`config.mk`:
```
export PLATFORM = sky130hd
export DESIGN_NAME = tick_driven_soft_uart_core_flat
export DESIGN_NICKNAME = d
export VERILOG_FILES = /design/src/rtl/core/tdsu_pkg.sv /design/src/rtl/core/tdsu_in_if.sv /design/src/rtl/core/tdsu_out_if.sv /design/src/rtl/core/tdsu_cfg_if.sv /design/src/rtl/core/tick_driven_soft_uart_core.sv /design/src/flat_wrapper.sv
export SDC_FILE = /design/constraint.sdc
export NUM_CORES = 1
export LEC_CHECK = 0
export BUFFER_PORTS_ARGS = -buffer_cell sky130_fd_sc_hd__clkbuf_2
export CELL_PAD_IN_SITES_DETAIL_PLACEMENT = 2
export CELL_PAD_IN_SITES_GLOBAL_PLACEMENT = 2
export CORE_MARGIN = 1.5
export CORE_UTILIZATION = 35
export CTS_BUF_LIST = sky130_fd_sc_hd__clkbuf_8
export DETAILED_ROUTE_END_ITERATION = 12
export PLACE_DENSITY_LB_ADDON = 0.15
export SLEW_MARGIN = 10
export SYNTH_ARGS = -nofsm -noshare
export SYNTH_HDL_FRONTEND = slang
export SYNTH_SLANG_ARGS = --single-unit
```
`constraint.sdc`:
```
create_clock -name clk_i -period 3.1 [get_ports clk_i]
set_input_delay 0.93 -clock clk_i [delete_from_list [all_inputs] [get_ports clk_i]]
set_output_delay 0.93 -clock clk_i [all_outputs]
set_load 0.05 [all_outputs]
```
`src/rtl/core/tdsu_pkg.sv`:
```
// Shared types and constants for the tick-driven soft UART core.
`timescale 1ns / 1ps
`default_nettype none

package tdsu_pkg;

  // Fixed field widths
  localparam int unsigned BYTE_W   = 8;
  localparam int unsigned TICK_W   = 8;
  localparam int unsigned BITCNT_W = 4;

  // Default frame size, handed to the top level
  localparam int unsigned DATA_BITS_DEFAULT = 8;

  // Bit period after reset
  localparam logic [TICK_W-1:0] TICKS_PER_BIT_RESET = 8'd1;

  // Item command codes
  localparam logic CMD_TICK = 1'b0;
  localparam logic CMD_SEND = 1'b1;

  // Transmit phase, one-hot
  typedef enum logic [3:0] {
    TX_IDLE  = 4'b0001,
    TX_START = 4'b0010,
    TX_DATA  = 4'b0100,
    TX_STOP  = 4'b1000
  } tx_phase_e;

  // One result item
  typedef struct packed {
    logic              tx_level;
    logic              tx_idle;
    logic              rx_valid;
    logic [BYTE_W-1:0] rx_byte;
  } result_t;

endpackage : tdsu_pkg

`default_nettype wire

```
`src/rtl/core/tdsu_in_if.sv`:
```
// Input item channel: a timer tick with line sample, or a send request.
`timescale 1ns / 1ps
`default_nettype none

interface tdsu_in_if
  import tdsu_pkg::*;
();
  logic              valid;
  logic              ready;
  logic              cmd;
  logic              rx_level;
  logic [BYTE_W-1:0] send_byte;

  modport source (output valid, output cmd, output rx_level, output send_byte, input ready);
  modport sink   (input valid, input cmd, input rx_level, input send_byte, output ready);
endinterface : tdsu_in_if

`default_nettype wire

```
`src/rtl/core/tdsu_out_if.sv`:
```
// Result item channel: transmit line state and received byte.
`timescale 1ns / 1ps
`default_nettype none

interface tdsu_out_if
  import tdsu_pkg::*;
();
  logic              valid;
  logic              ready;
  logic              tx_level;
  logic              tx_idle;
  logic              rx_valid;
  logic [BYTE_W-1:0] rx_byte;

  modport source (output valid, output tx_level, output tx_idle, output rx_valid,
                  output rx_byte, input ready);
  modport sink   (input valid, input tx_level, input tx_idle, input rx_valid,
                  input rx_byte, output ready);
endinterface : tdsu_out_if

`default_nettype wire

```
`src/rtl/core/tdsu_cfg_if.sv`:
```
// Configuration write channel carrying the bit period register.
`timescale 1ns / 1ps
`default_nettype none

interface tdsu_cfg_if
  import tdsu_pkg::*;
();
  logic              valid;
  logic              ready;
  logic [TICK_W-1:0] data;

  modport source (output valid, output data, input ready);
  modport sink   (input valid, input data, output ready);
endinterface : tdsu_cfg_if

`default_nettype wire

```
`src/rtl/core/tick_driven_soft_uart_core.sv`:
```
// Tick-driven soft UART core: receiver, transmitter and output skid stage.
// Each result is registered in the output register before it appears on the output.
// Throughput: one item per cycle; all state updates in one pass of short logic.
// A stalled output parks one further result in a skid register; input ready
// drops only while that skid register is full.
// Reset (rst_ni low, asynchronous): receiver waiting, transmitter idle with the
// line high, bit period 1, both output stages empty.
`timescale 1ns / 1ps
`default_nettype none

module tick_driven_soft_uart_core
  import tdsu_pkg::*;
#(
  parameter int unsigned DATA_BITS = DATA_BITS_DEFAULT
) (
  input  wire          clk_i,
  input  wire          rst_ni,
  tdsu_in_if.sink      in_i,
  tdsu_out_if.source   out_o,
  tdsu_cfg_if.sink     cfg_i
);

  localparam logic [BITCNT_W-1:0] DataBitsCnt = BITCNT_W'(DATA_BITS);

  // Saturating tick counter increment
  function automatic logic [TICK_W-1:0] bump(input logic [TICK_W-1:0] c);
    return (c != {TICK_W{1'b1}}) ? c + TICK_W'(1) : c;
  endfunction

  // Configuration
  logic [TICK_W-1:0] tpb_q;

  // Receiver state
  logic                 rx_busy_q,  rx_busy_d;
  logic [DATA_BITS-1:0] rx_shift_q, rx_shift_d;
  logic [BITCNT_W-1:0]  rx_bit_q,   rx_bit_d;
  logic [TICK_W-1:0]    rx_tick_q,  rx_tick_d;

  // Transmitter state
  tx_phase_e            tx_phase_q, tx_phase_d;
  logic [BYTE_W-1:0]    tx_shift_q, tx_shift_d;
  logic [BITCNT_W-1:0]  tx_bit_q,   tx_bit_d;
  logic [TICK_W-1:0]    tx_tick_q,  tx_tick_d;
  logic                 tx_line_q,  tx_line_d;

  // Output and skid stages
  logic    out_vld_q, out_vld_d;
  logic    skid_vld_q, skid_vld_d;
  result_t out_q, out_d;
  result_t skid_q, skid_d;

  logic                        accept;
  logic                        rx_done;
  logic [TICK_W-1:0]           rx_tick_inc;
  logic [TICK_W-1:0]           tx_tick_inc;
  logic [BITCNT_W-1:0]         rx_bit_inc;
  logic [BYTE_W+DATA_BITS-1:0] rx_ext;
  result_t                     res;

  assign accept      = in_i.valid && in_i.ready;
  assign in_i.ready  = !skid_vld_q;
  assign cfg_i.ready = 1'b1;

  // Bit period register
  always_ff @(posedge clk_i or negedge rst_ni) begin
    if (!rst_ni) begin
      tpb_q <= TICKS_PER_BIT_RESET;
    end else if (cfg_i.valid) begin
      tpb_q <= cfg_i.data;
    end
  end

  // Next state of receiver and transmitter for the transferred item
  always_comb begin
    rx_busy_d   = rx_busy_q;
    rx_shift_d  = rx_shift_q;
    rx_bit_d    = rx_bit_q;
    rx_tick_d   = rx_tick_q;
    tx_phase_d  = tx_phase_q;
    tx_shift_d  = tx_shift_q;
    tx_bit_d    = tx_bit_q;
    tx_tick_d   = tx_tick_q;
    tx_line_d   = tx_line_q;
    rx_done     = 1'b0;
    rx_tick_inc = bump(rx_tick_q);
    tx_tick_inc = bump(tx_tick_q);
    rx_bit_inc  = rx_bit_q + BITCNT_W'(1);

    if (accept) begin
      if (in_i.cmd == CMD_SEND) begin
        // send request, dropped while a frame is going out
        if (tx_phase_q == TX_IDLE) begin
          tx_phase_d = TX_START;
          tx_shift_d = in_i.send_byte;
          tx_bit_d   = '0;
          tx_tick_d  = '0;
          tx_line_d  = 1'b0;
        end
      end else begin
        // receiver: wait for low line, then sample once per bit period
        if (!rx_busy_q) begin
          if (!in_i.rx_level) begin
            rx_busy_d  = 1'b1;
            rx_shift_d = '0;
            rx_bit_d   = '0;
            rx_tick_d  = '0;
          end
        end else if (rx_tick_inc < tpb_q) begin
          rx_tick_d = rx_tick_inc;
        end else begin
          rx_tick_d  = '0;
          rx_shift_d = {in_i.rx_level, rx_shift_q[DATA_BITS-1:1]};
          if (rx_bit_inc >= DataBitsCnt) begin
            rx_busy_d = 1'b0;
            rx_bit_d  = '0;
            rx_done   = 1'b1;
          end else begin
            rx_bit_d = rx_bit_inc;
          end
        end

        // transmitter: advance one bit at the end of each bit period
        case (tx_phase_q)
          TX_IDLE: begin
            tx_line_d = 1'b1;
          end
          TX_START, TX_DATA, TX_STOP: begin
            if (tx_tick_inc < tpb_q) begin
              tx_tick_d = tx_tick_inc;
            end else begin
              tx_tick_d = '0;
              if (tx_phase_q == TX_START ||
                  (tx_phase_q == TX_DATA && tx_bit_q < DataBitsCnt)) begin
                tx_line_d  = tx_shift_q[0];
                tx_shift_d = tx_shift_q >> 1;
                tx_bit_d   = tx_bit_q + BITCNT_W'(1);
                tx_phase_d = TX_DATA;
              end else if (tx_phase_q == TX_DATA) begin
                tx_line_d  = 1'b1;
                tx_phase_d = TX_STOP;
              end else begin
                tx_line_d  = 1'b1;
                tx_phase_d = TX_IDLE;
                tx_bit_d   = '0;
              end
            end
          end
          default: begin
            tx_phase_d = TX_IDLE;
          end
        endcase
      end
    end
  end

  // Result of this item
  assign rx_ext       = {{BYTE_W{1'b0}}, rx_shift_d};
  assign res.tx_level = tx_line_d;
  assign res.tx_idle  = (tx_phase_d == TX_IDLE);
  assign res.rx_valid = rx_done;
  assign res.rx_byte  = rx_done ? rx_ext[BYTE_W-1:0] : '0;

  always_ff @(posedge clk_i or negedge rst_ni) begin
    if (!rst_ni) begin
      rx_busy_q  <= 1'b0;
      rx_shift_q <= '0;
      rx_bit_q   <= '0;
      rx_tick_q  <= '0;
      tx_phase_q <= TX_IDLE;
      tx_shift_q <= '0;
      tx_bit_q   <= '0;
      tx_tick_q  <= '0;
      tx_line_q  <= 1'b1;
    end else begin
      rx_busy_q  <= rx_busy_d;
      rx_shift_q <= rx_shift_d;
      rx_bit_q   <= rx_bit_d;
      rx_tick_q  <= rx_tick_d;
      tx_phase_q <= tx_phase_d;
      tx_shift_q <= tx_shift_d;
      tx_bit_q   <= tx_bit_d;
      tx_tick_q  <= tx_tick_d;
      tx_line_q  <= tx_line_d;
    end
  end

  // Output register with skid: the output drains the skid slot first
  always_comb begin
    out_vld_d  = out_vld_q;
    skid_vld_d = skid_vld_q;
    out_d      = out_q;
    skid_d     = skid_q;
    if (!out_vld_q || out_o.ready) begin
      if (skid_vld_q) begin
        out_d      = skid_q;
        out_vld_d  = 1'b1;
        skid_vld_d = 1'b0;
      end else begin
        out_d     = res;
        out_vld_d = accept;
      end
    end else if (accept) begin
      skid_d     = res;
      skid_vld_d = 1'b1;
    end
  end

  always_ff @(posedge clk_i or negedge rst_ni) begin
    if (!rst_ni) begin
      out_vld_q  <= 1'b0;
      skid_vld_q <= 1'b0;
    end else begin
      out_vld_q  <= out_vld_d;
      skid_vld_q <= skid_vld_d;
    end
  end

  // Payload registers, no reset
  always_ff @(posedge clk_i) begin
    out_q  <= out_d;
    skid_q <= skid_d;
  end

  assign out_o.valid    = out_vld_q;
  assign out_o.tx_level = out_q.tx_level;
  assign out_o.tx_idle  = out_q.tx_idle;
  assign out_o.rx_valid = out_q.rx_valid;
  assign out_o.rx_byte  = out_q.rx_byte;

endmodule : tick_driven_soft_uart_core

`default_nettype wire

```
`src/flat_wrapper.sv`:
```
// flat-port wrapper written by rule: the top's interface ports become plain ports
module tick_driven_soft_uart_core_flat import tdsu_pkg::*;
#(
  parameter int unsigned DATA_BITS = DATA_BITS_DEFAULT
)
  (clk_i, rst_ni, in_i_valid, in_i_cmd, in_i_rx_level, in_i_send_byte, in_i_ready, out_o_valid, out_o_tx_level, out_o_tx_idle, out_o_rx_valid, out_o_rx_byte, out_o_ready, cfg_i_valid, cfg_i_data, cfg_i_ready);
  tdsu_in_if in_i_i ();
  tdsu_out_if out_o_i ();
  tdsu_cfg_if cfg_i_i ();
  input  wire clk_i;
  input  wire rst_ni;
  input wire logic [$bits(in_i_i.valid)-1:0] in_i_valid;
  input wire logic [$bits(in_i_i.cmd)-1:0] in_i_cmd;
  input wire logic [$bits(in_i_i.rx_level)-1:0] in_i_rx_level;
  input wire logic [$bits(in_i_i.send_byte)-1:0] in_i_send_byte;
  output wire logic [$bits(in_i_i.ready)-1:0] in_i_ready;
  output wire logic [$bits(out_o_i.valid)-1:0] out_o_valid;
  output wire logic [$bits(out_o_i.tx_level)-1:0] out_o_tx_level;
  output wire logic [$bits(out_o_i.tx_idle)-1:0] out_o_tx_idle;
  output wire logic [$bits(out_o_i.rx_valid)-1:0] out_o_rx_valid;
  output wire logic [$bits(out_o_i.rx_byte)-1:0] out_o_rx_byte;
  input wire logic [$bits(out_o_i.ready)-1:0] out_o_ready;
  input wire logic [$bits(cfg_i_i.valid)-1:0] cfg_i_valid;
  input wire logic [$bits(cfg_i_i.data)-1:0] cfg_i_data;
  output wire logic [$bits(cfg_i_i.ready)-1:0] cfg_i_ready;
  assign in_i_i.valid = in_i_valid;
  assign in_i_i.cmd = in_i_cmd;
  assign in_i_i.rx_level = in_i_rx_level;
  assign in_i_i.send_byte = in_i_send_byte;
  assign in_i_ready = in_i_i.ready;
  assign out_o_valid = out_o_i.valid;
  assign out_o_tx_level = out_o_i.tx_level;
  assign out_o_tx_idle = out_o_i.tx_idle;
  assign out_o_rx_valid = out_o_i.rx_valid;
  assign out_o_rx_byte = out_o_i.rx_byte;
  assign out_o_i.ready = out_o_ready;
  assign cfg_i_i.valid = cfg_i_valid;
  assign cfg_i_i.data = cfg_i_data;
  assign cfg_i_ready = cfg_i_i.ready;
  tick_driven_soft_uart_core #(.DATA_BITS(DATA_BITS)) u_core (.clk_i(clk_i), .rst_ni(rst_ni), .in_i(in_i_i), .out_o(out_o_i), .cfg_i(cfg_i_i));
endmodule
```
After elaboration in Yosys (flattened, before gate mapping)
Cells that the tools add are included.

cells by class
  add/sub/neg operators = 4
  multiply operators = 0
  divide/modulo/power cells = 0
  order comparisons = 4
  equality and inequality tests = 12
  shifts and indexed selects = 0
  mux-type cells = 56
  bitwise gates (word level) = 2
  reduce and logical (&&, ||, !) cells = 17

operators by type and width
  cell                                                       count
  2-to-1 mux 8 bit                                           20
  2-to-1 mux 4 bit                                           16
  2-to-1 mux 1 bit                                           17
  adder 8 x 1 -> 8 bit (second input constant)               2
  less-than comparator 8 bit                                 2
  inequality test 8 bit (second input constant)              2
  2-to-1 mux 11 bit                                          1
  AND reduction 5 bit                                        2
  adder 4 x 1 -> 4 bit (second input constant)               2
  equality test 4 x 1 -> 1 bit (second input constant)       2
  one-hot mux 4 bit (2 select lines)                         1
  AND reduction 3 bit                                        2
  nonzero test 2 bit                                         3
  equality test 4 x 2 -> 1 bit (second input constant)       1
  equality test 4 x 3 -> 1 bit (second input constant)       1
  equality test 4 bit (second input constant)                1
  greater-or-equal comparator 4 bit (second input constant)  1
  less-than comparator 4 bit (second input constant)         1
  inequality test 2 x 1 -> 1 bit (second input constant)     2
  inequality test 2 bit (second input constant)              2
  AND reduction 2 bit                                        2
  AND reduction 4 bit                                        1
  inequality test 3 bit (second input constant)              1
  OR reduction 3 bit                                         1
  5 further kinds                                            9

storage, ports and cells
  bits in registers = 78
  latch bits = 0
  bits in writable memories = 0
  ROM bits = 0
  word-level logic and storage cells = 115
  memories kept = 0

Depth between registers and ports, before layout
Gate-level depths: netlist (run 1).

  depth after elaboration = 10
  mapped depth = 15
  depth with buffers taken out = 14

Least setup slack after synthesis (run 1)
Ideal clock, no wire load.

  path type = register to register
  start = reg u_core.tx_tick_q[0]
  end = reg u_core.out_q, in the netlist u_core.out_o.tx_idle (data pin)
  library setup time = 0.265 ns
  arrival = 2.993 ns
  required time = 2.835 ns
  setup slack = -0.159 ns
  stages on the path, launching flop included = 15
  path buffers = 2
  period minus slack after synthesis = 3.259 ns
  cells stage by stage = dfrtp_1 -> ha_1 -> nand3_1 -> or2_2 -> clkbuf_1 -> mux2_2 -> ha_1 -> a21o_1 -> a21oi_1 -> nor2_1 -> or3b_1 -> buf_6 -> o21ai_1 -> a2111o_1 -> o31ai_2

between the ends
  longest elaborated chain between the ends = 9
  elaborated cells on any way between the ends = 10
  those cells by class = 1 x add/sub; 1 x order compare; 2 x eq/ne; 6 x mux

RTL lines
  element                                                        line                               text
  start: declaration                                             tick_driven_soft_uart_core.sv:43   logic [TICK_W-1:0] tx_tick_q, tx_tick_d;
  start signal: assignment                                       tick_driven_soft_uart_core.sv:182  tx_tick_q <= tx_tick_d;
  adder 8 x 1 -> 8 bit or inequality test 8 bit (tied branches)  tick_driven_soft_uart_core.sv:27   return (c != {TICK_W{1'b1}}) ? c + TICK_W'(1) : c;
  2-to-1 mux 8 bit (*)                                           tick_driven_soft_uart_core.sv:27
  less-than comparator 8 bit (*)                                 tick_driven_soft_uart_core.sv:128  if (tx_tick_inc < tpb_q) begin
  2-to-1 mux 4 bit (*)                                           tick_driven_soft_uart_core.sv:128
  one-hot mux 4 bit (2 select lines) (*)                         tick_driven_soft_uart_core.sv:123  case (tx_phase_q)
  2-to-1 mux 4 bit (*)                                           tick_driven_soft_uart_core.sv:90   if (in_i.cmd == CMD_SEND) begin
  2-to-1 mux 4 bit (*)                                           tick_driven_soft_uart_core.sv:89   if (accept) begin
  equality test 4 x 1 -> 1 bit (*)                               tick_driven_soft_uart_core.sv:159  assign res.tx_idle = (tx_phase_d == TX_IDLE);
  2-to-1 mux 11 bit (*)                                          tick_driven_soft_uart_core.sv:194  if (skid_vld_q) begin
  end signal: assignment                                         tick_driven_soft_uart_core.sv:220  out_q <= out_d;
  end: declaration                                               tick_driven_soft_uart_core.sv:49   result_t out_q, out_d;

Every way passes the cells marked *; elsewhere a longest branch is shown, timed or not.
A chain may end at the register's enable or synchronous reset.

Final worst setup path (run 1)
  start = reg u_core.tx_tick_q[1]
  end = reg u_core.out_q, in the netlist u_core.out_o.tx_idle (data pin)

between the ends
  longest elaborated chain between the ends = 9
  elaborated cells on any way between the ends = 10
  those cells by class = 1 x add/sub; 1 x order compare; 2 x eq/ne; 6 x mux

RTL lines
  element                                                        line                               text
  adder 8 x 1 -> 8 bit or inequality test 8 bit (tied branches)  tick_driven_soft_uart_core.sv:27
  2-to-1 mux 8 bit (*)                                           tick_driven_soft_uart_core.sv:27
  less-than comparator 8 bit (*)                                 tick_driven_soft_uart_core.sv:128
  2-to-1 mux 4 bit (*)                                           tick_driven_soft_uart_core.sv:128
  one-hot mux 4 bit (2 select lines) (*)                         tick_driven_soft_uart_core.sv:123
  2-to-1 mux 4 bit (*)                                           tick_driven_soft_uart_core.sv:90
  2-to-1 mux 4 bit (*)                                           tick_driven_soft_uart_core.sv:89
  net u_core.tx_phase_d[1]                                       tick_driven_soft_uart_core.sv:40   tx_phase_e tx_phase_q, tx_phase_d;
  equality test 4 x 1 -> 1 bit (*)                               tick_driven_soft_uart_core.sv:159
  2-to-1 mux 11 bit (*)                                          tick_driven_soft_uart_core.sv:194

Mark *: on every way through the listed nets, which the timed path passes. The rest lies on a longest branch.

==> out/metrics.yaml, run 1 <==
status: "finished with violations"
violations: "design-rule violations, negative setup slack"
core_mm2: 0.0116
final_nets: 537
root_buffer: "clkbuf_8"
netlist_instances: 401
p_int_mw: 2.06
cpPeakStageDelay_ns: 0.42
period_share_pct: 102
path_cells: "ha_4 > nand3_4 > or2_4 > mux2_4 > ha_4 > a21o_1 > a21oi_2 > nor2_1 > or3b_4 > buf_12 > o311ai_4 > a2111o_1 > o31ai_4"
max_cap_violations: 0
synth_edf_count: 22
p_leak_nw: 2.51
power_frac_comb_pct: 37.0
fp.dieW_um: 113
die_area_mm2: 0.0127
syn_area_mm2: 0.00420
critPathBufInv: 1
syn_avg_cell_area_um2: 10.5
wl_per_cell_um: 18.5
dpl_cell_area_mm2: 0.00493
placed_cells: 611
drive_gt1_share_pct: 37.7
ir_worst_vdd_v: 0.000206
hpwlAfterDp_um: 8650
drc_errors: 5
finalNonFillerCells: 644
maxSlewHeadroom_pct: 54.6
required_ns: 3.23
firstDrtPassIters: 8
diodes: 0
p_per_area_mw_per_mm2: 592
cts_tree: "built"
fin_area_mm2: 0.00542
startpoint: "u_core.tx_tick_q[1]$_DFFE_PN0P_"
setup_violations: 9
routed_wl_um: 11900
ys.flop_type: "dfrtp_1"
drt_iter0_drc: 148
whs_ns: 0.487
end_kind: "register"
ant_nets: 0
vias: 3487
async_flop_share_pct: 71.4
htree_levels: 3
min_period_ns: 3.15
path_max_fanout: 8
setup_ws_ns: -0.0501
cp-start-kind: "register"
p_sw_share_pct: 35.8
crit_family: "compound AO/OA/AOI/OAI gates"
syn_nets: 442
clk_latency_ns: 0.38
critPathArrivalTime_ns: 3.28
io_pins: 37
antenna_found_initial: 0
r2r-start: "u_core.tx_tick_q[1]$_DFFE_PN0P_"
finalMaxSlewViolations: 0
slowest_stage: "dfrtp_1"
via_per_inst: 5.41
clkSinkCount: 77
path_class: "register to register"
portBuffers: 35
ys_seq_elements: 77
ys_seq_area_share_pct: 48.6
rsz0062_at_grt: "yes"
hp-start: "u_core.rx_bit_q[2]$_DFFE_PN0P_"
grt_util_all_layers_pct: 19.7
grt_pass1_vias: 3893
r2r_cells: 13
clkSlewWorstSetupHoldPaths_ns: 0.09
synth_cell_types: 64
grt_max_degree: 33
timing.fmax_mhz: 317
gp_routability_congestion: 0.778
numCtsBuffers: 9
start_util_pct: 36.3
dp_slack_ns: -0.105
post-route-util_pct: 46.9
power.switching_mw: 1.15
yosys_warnings: 0
setup_tns_ns: -0.153
cpMostUsedCell: "ha_4"
grt_pass1_wl_um: 19500
p_seq_share_pct: 40.9
clock_path_buffers: 2
finalHoldViolCount: 0
area_growth_pct: 29.1
grt-ovfl-total: 0
die_h_um: 113
worst_hold_path.num_cells: 1
tightest_slew_ns: 0.681
finalPower_mw: 3.21
clkPwrFrac_pct: 22.1
finClkSkew_ns: 0.00975
crit_cells: 13
num_rows: 39
min-delay-path-class: "register to register"
[sequential cells by signal (all words and copies together) (netlist names)]
register / flops
u_core.tx_line_q: 1
u_core.rx_shift_q: 7
u_core.out_o.valid: 1
u_core.skid_vld_q: 1
u_core.out_o.rx_byte: 8
u_core.out_o.tx_idle: 1
u_core.tx_shift_q: 8
u_core.rx_bit_q: 4
u_core.rx_busy_q: 1
u_core.tx_bit_q: 4
u_core.skid_q: 11
u_core.tx_phase_q: 4
u_core.out_o.rx_valid: 1
u_core.rx_tick_q: 8
u_core.out_o.tx_level: 1
u_core.tpb_q: 8
u_core.tx_tick_q: 8
[worst register-to-register path, stage by stage (launching register included)]
cell and delay [ns]:
dfrtp_1 0.42, ha_4 0.17, nand3_4 0.10, or2_4 0.27, mux2_4 0.34, ha_4 0.17, a21o_1 0.16, a21oi_2 0.14
nor2_1 0.05, or3b_4 0.41, buf_12 0.16, o311ai_4 0.25, a2111o_1 0.22, o31ai_4 0.07
[worst paths after layout]
check                                                        end  slack, ns
worst min register to register    u_core.rx_bit_q[2]$_DFFE_PN0P_       0.49
worst min-delay path              u_core.rx_bit_q[2]$_DFFE_PN0P_       0.49
max in group asynchronous            u_core.tpb_q[0]$_DFFE_PN1P_       1.83
worst max register to register    u_core.out_o.tx_idle$_DFFE_PN_      -0.05
min in group asynchronous       u_core.tx_shift_q[5]$_DFFE_PN0P_       0.57
worst max-delay path              u_core.out_o.tx_idle$_DFFE_PN_      -0.05
[cell families after synthesis]
logic type               Yosys count  share of synthesized area, %
XOR/XNOR                           8                          1.67
adder cells (fa/ha/maj)           18                          5.36
flip-flops                        77                          48.6
multiplexers                      18                          5.39
other                              1                        0.0893
AO/OA/AOI/OAI                    110                          19.0
AND/OR/NAND/NOR                  133                          16.2
buffers and inverters             36                          3.66
[per-layer routing]
layer	share of wire [%]	track usage, %	vias up
met3	2.5	3.08	16
met1	45	24.0	1765
li1	-	-	1655
met4	1.9	7.85	0
met5	0	0	-
met2	51	34.8	51
[cells in the final DEF, fill, tap and decap left out, types with 3 or more instances in the layout]
cell type,n
a21o_1,13
a21oi_1,9
a21oi_2,6
a22o_1,8
a32o_1,6
and2_4,5
and3_1,3
buf_12,4
buf_4,61
clkbuf_2,35
clkbuf_8,9
dfrtp_1,51
dfstp_2,3
edfxtp_1,22
ha_1,13
ha_4,4
inv_1,18
mux2_2,8
mux2_4,8
nand2_1,45
nand2b_1,5
nand3_1,8
nand4_1,8
nor2_1,18
nor2_2,5
nor2b_1,4
nor3_1,7
o211ai_1,6
o21a_1,5
o21ai_0,19
o21ai_1,8
o31ai_1,7
or3_1,3
xnor2_1,4
xor2_1,4
[synthesized netlist by cell type, types with 6 or more instances]
cell      instances  share of area, %
o211ai_1          6               1.1
mux2_4            7               2.5
o21ai_0          27               3.2
clkbuf_1         14               1.3
nand3_1          11               1.3
o31ai_1           8               1.4
mux2_2            9               2.4
inv_1            18               1.6
nand4_1           8               1.2
ha_1             18               5.4
a22o_1            8               1.7
nor3_1            8              0.95
nand2_1          47               4.2
dfrtp_1          52                31
a21oi_1          15               1.8
nor2_1           24               2.1
edfxtp_1         22                16
a32o_1            6               1.4
a21o_1           13               2.3
[layout make-up]
type / count / area [µm²]
multi-input cells: 288 / 2230
clock inverters: 7 / 50.0
flip-flops and latches: 77 / 2040
inverters: 18 / 67.6
well taps: 143 / 179
clock buffers: 9 / 124
fillers: 1216 / 6140
repair buffers: 102 / 729
[timing repair]
item / CTS / global route
gates cloned: 0 / 1
resized for setup: 14 / 38
hold buffers: 0 / 0
setup buffers: 7 / 10
pin swaps: 5 / 22
endpoints found under the setup margin: 26 / 56
[power groups by stage]
stage	registers (mW)	logic [mW]	clock network, mW
floorplan	1.35	0.621	0
global placement	1.31	0.976	0
detailed placement	1.33	1.03	0
CTS	1.31	1.09	0.737
global route	1.33	1.30	0.780
finish	1.31	1.19	0.710
Note: power is estimated with default switching activity, not from simulation.
==> inputs of run 2 (changes only) <==
Settings changed: ABC_AREA set to 1, CORE_UTILIZATION 35 to 34.
==> out/metrics.yaml, run 2 <==
status: "complete, no violations"
finalMaxSlewViolations: 0  # unchanged
clock_path_buffers: 2  # unchanged
finClkSkew_ns: 0.0118  # +0.00206 ns
p_per_area_mw_per_mm2: 723  # +22%
min-delay-path-class: "input pin to asynchronous set/reset pin"
grt-ovfl-total: 0  # unchanged
synthTopCellsByArea: "dfrtp_1 (31%), edfxtp_1 (15%), nand2_1 (11%)"
core_mm2: 0.0121  # +4.7%
critPathArrivalTime_ns: 3.17  # -0.11 ns
area_growth_pct: 16.8
timing.fmax_mhz: 341  # +7.4%
async_flop_share_pct: 71.8  # +0.37 points
clkSinkCount: 78  # +1.3%
r2r-start: "u_core.tx_tick_q[0]$_DFFE_PN0P_"
ys.flop_type: "dfrtp_1"
grt_pass1_vias: 3870  # -0.59%
top_register: "u_core.skid_q"
largest_reg_flops: 11  # unchanged
power.switching_mw: 1.46  # +27%
grt_pass1_wl_um: 19400  # -0.74%
io_pins: 37  # unchanged
cp-start-kind: "register"
cts_hold_buf: 0  # unchanged
dpl_cell_area_mm2: 0.00470  # -4.8%
power_frac_comb_pct: 36.6  # -0.4 points
ir_worst_vdd_v: 0.000286  # +39%
synth_edf_count: 22  # unchanged
placed_cells: 703  # +15%
drt_iter0_drc: 92  # -38%
routed_wl_um: 11400  # -3.9%
grt_max_degree: 42  # +27%
r2r_cells: 17  # +4
setup_tns_ns: 0  # +0.153 ns
syn_area_mm2: 0.00426  # +1.5%
path_class: "register to register"
num_rows: 40  # +2.6%
ant_nets: 0  # unchanged
maxSlewHeadroom_pct: 54.8  # +0.24 points
required_ns: 3.34  # +0.11 ns
ys_seq_elements: 78  # +1.3%
syn_avg_cell_area_um2: 8.58  # -18%
ys_seq_area_share_pct: 48.5  # -0.11 points
htree_levels: 3  # unchanged
fp.dieW_um: 115  # +2.1%
die_h_um: 115  # +2.1%
synth.top_cells.by_count: "nand2_1 (121), inv_1 (61), dfrtp_1 (53)"
clkPwrFrac_pct: 22.2  # about the same
end_kind: "register"
p_int_mw: 2.14  # +4.0%
syn_nets: 538  # +22%
diodes: 0  # unchanged
portBuffers: 35  # unchanged
max_cap_violations: 0  # unchanged
clk_latency_ns: 0.38  # about the same
finalNonFillerCells: 722  # +12%
drive_gt1_share_pct: 23.1  # -15 points
grt_util_all_layers_pct: 18.9  # -0.76 points
numCtsBuffers: 9  # unchanged
path_max_fanout: 7  # -1
synth_top_area_share_pct: 31.1  # +0.14 points
via_per_inst: 4.90  # -9.5%
ff2ff_setup_slack_ns: 0.17  # +0.22 ns
vias: 3537  # +1.4%
min_period_ns: 2.93  # -0.218 ns
start_util_pct: 35.2  # -1.1 points
drc_errors: 0  # -5
p_leak_nw: 2.45  # -2.4%
firstDrtPassIters: 4  # -4
gp_routability_congestion: 0.730  # -6.2%
setup_violations: 0  # -9
fin_area_mm2: 0.00498  # -8.1%
die_area_mm2: 0.0132  # +4.3%
layout_commonest_cell: "nand2_1"
tightest_slew_ns: 0.671  # -0.0107 ns
regToRegEndpoint: "u_core.skid_q[9]$_DFFE_PP_"
synth_area_leader_cell: "dfrtp_1"
cts_tree: "built"
clkSlewWorstSetupHoldPaths_ns: 0.09  # about the same
netlist_instances: 497  # +24%
antenna_found_initial: 1  # +1
hpwlAfterDp_um: 8570  # -0.94%
p_seq_share_pct: 41.1  # +0.2 points
final_nets: 590  # +9.9%
yosysMostFrequentCell: "nand2_1"
p_sw_share_pct: 40.5  # +4.7 points
wl_per_cell_um: 15.8  # -14%
yosys_warnings: 0  # unchanged
period_share_pct: 94.6  # -7.0 points
root_buffer: "clkbuf_8"
layout_common_cells: "nand2_1 (119), inv_1 (60), dfrtp_1 (53)"
synth_cell_types: 40  # -38%
post-route-util_pct: 41.1  # -5.8 points
finalHoldViolCount: 0  # unchanged
==> run 2: critical path: stages (launching register included) <==
cell	delay, ns
dfrtp_1	0.41
ha_2	0.21
nand2_2	0.08
nor2_4	0.18
nand3_1	0.11
xor2_1	0.18
nand2_1	0.12
ha_1	0.28
nand2_1	0.09
nor2_1	0.07
a211oi_2	0.30
nand2_2	0.17
nand2_2	0.12
nand2_1	0.07
nand2_1	0.06
nand2_1	0.08
nor2_2	0.13
and2_1	0.14
==> run 2: per-layer routing <==
layer	track usage, %	vias up	part of all wire (%)
met5	0	-	0.087
met4	6.67	2	1.4
met3	3.53	11	2.0
met2	33.8	25	52
met1	22.8	1780	44
li1	-	1719	-
==> run 2: area by class of cell <==
class,instances,area [µm²]
clock buffers,10,138
clock inverters,6,63.8
fillers,1409,7130
inverters,70,269
multi-input cells,341,1940
flip-flops and latches,78,2070
well taps,168,210
repair buffers,49,297
==> run 2: power by group through the flow <==
stage | logic [mW] | registers, mW | clock network [mW]
6_report | 1.32 | 1.48 | 0.801
5_1_grt | 1.52 | 1.52 | 0.866
4_1_cts | 1.32 | 1.48 | 0.831
3_5_place_dp | 1.30 | 1.50 | 0
3_3_place_gp | 1.21 | 1.49 | 0
2_1_floorplan | 0.889 | 1.52 | 0
==> run 2: logic make-up after synthesis <==
family	share of synthesized area (%)
AOI/OAI and AO/OA	10.6
xor gates and xnor gates	2.05
adders and majority gates	5.28
buffers and inverters	7.31
DFF	48.5
muxes	0.264
other	0.0880
and+or+nand+nor	25.9
==> run 2: worst max path at each step <==
stage / startpoint / to / slack [ns] / cells after the start
2_1_floorplan: u_core.rx_tick_q[0]$_DFFE_PN0P_ / u_core.out_o.rx_byte[6]$_DFFE_PN_ / 0.30 / 17
3_3_place_gp: u_core.tx_tick_q[2]$_DFFE_PN0P_ / u_core.skid_q[9]$_DFFE_PP_ / 0.16 / 17
3_5_place_dp: u_core.tx_tick_q[2]$_DFFE_PN0P_ / u_core.out_o.tx_idle$_DFFE_PN_ / -0.02 / 19
4_1_cts: u_core.tx_tick_q[2]$_DFFE_PN0P_ / u_core.skid_q[9]$_DFFE_PP_ / 0.1 / 18
5_1_grt: u_core.tx_tick_q[0]$_DFFE_PN0P_ / u_core.out_o.tx_idle$_DFFE_PN_ / -0.04 / 18
6_report: u_core.tx_tick_q[0]$_DFFE_PN0P_ / u_core.skid_q[9]$_DFFE_PP_ / 0.17 / 17
==> run 2: per-stage QoR <==
step | setup WS [ns] | power [mW] | hold WS [ns]
6_report | 0.168 | 3.60 | 0.488
3_5_place_dp | -0.0215 | 2.81 | 0.475
2_1_floorplan | 0.303 | 2.41 | 0.443
4_1_cts | 0.0967 | 3.64 | 0.494
5_1_grt | -0.0449 | 3.91 | 0.509
3_3_place_gp | 0.162 | 2.70 | 0.461
==> run 2: what timing repair did <==
action                                 in CTS  in global routing
endpoints found under the hold margin       0                  0
buffers inserted                            0                  3
setup endpoints to repair                   4                 32
gates resized for setup                     1                 15
pin swaps                                   0                  6
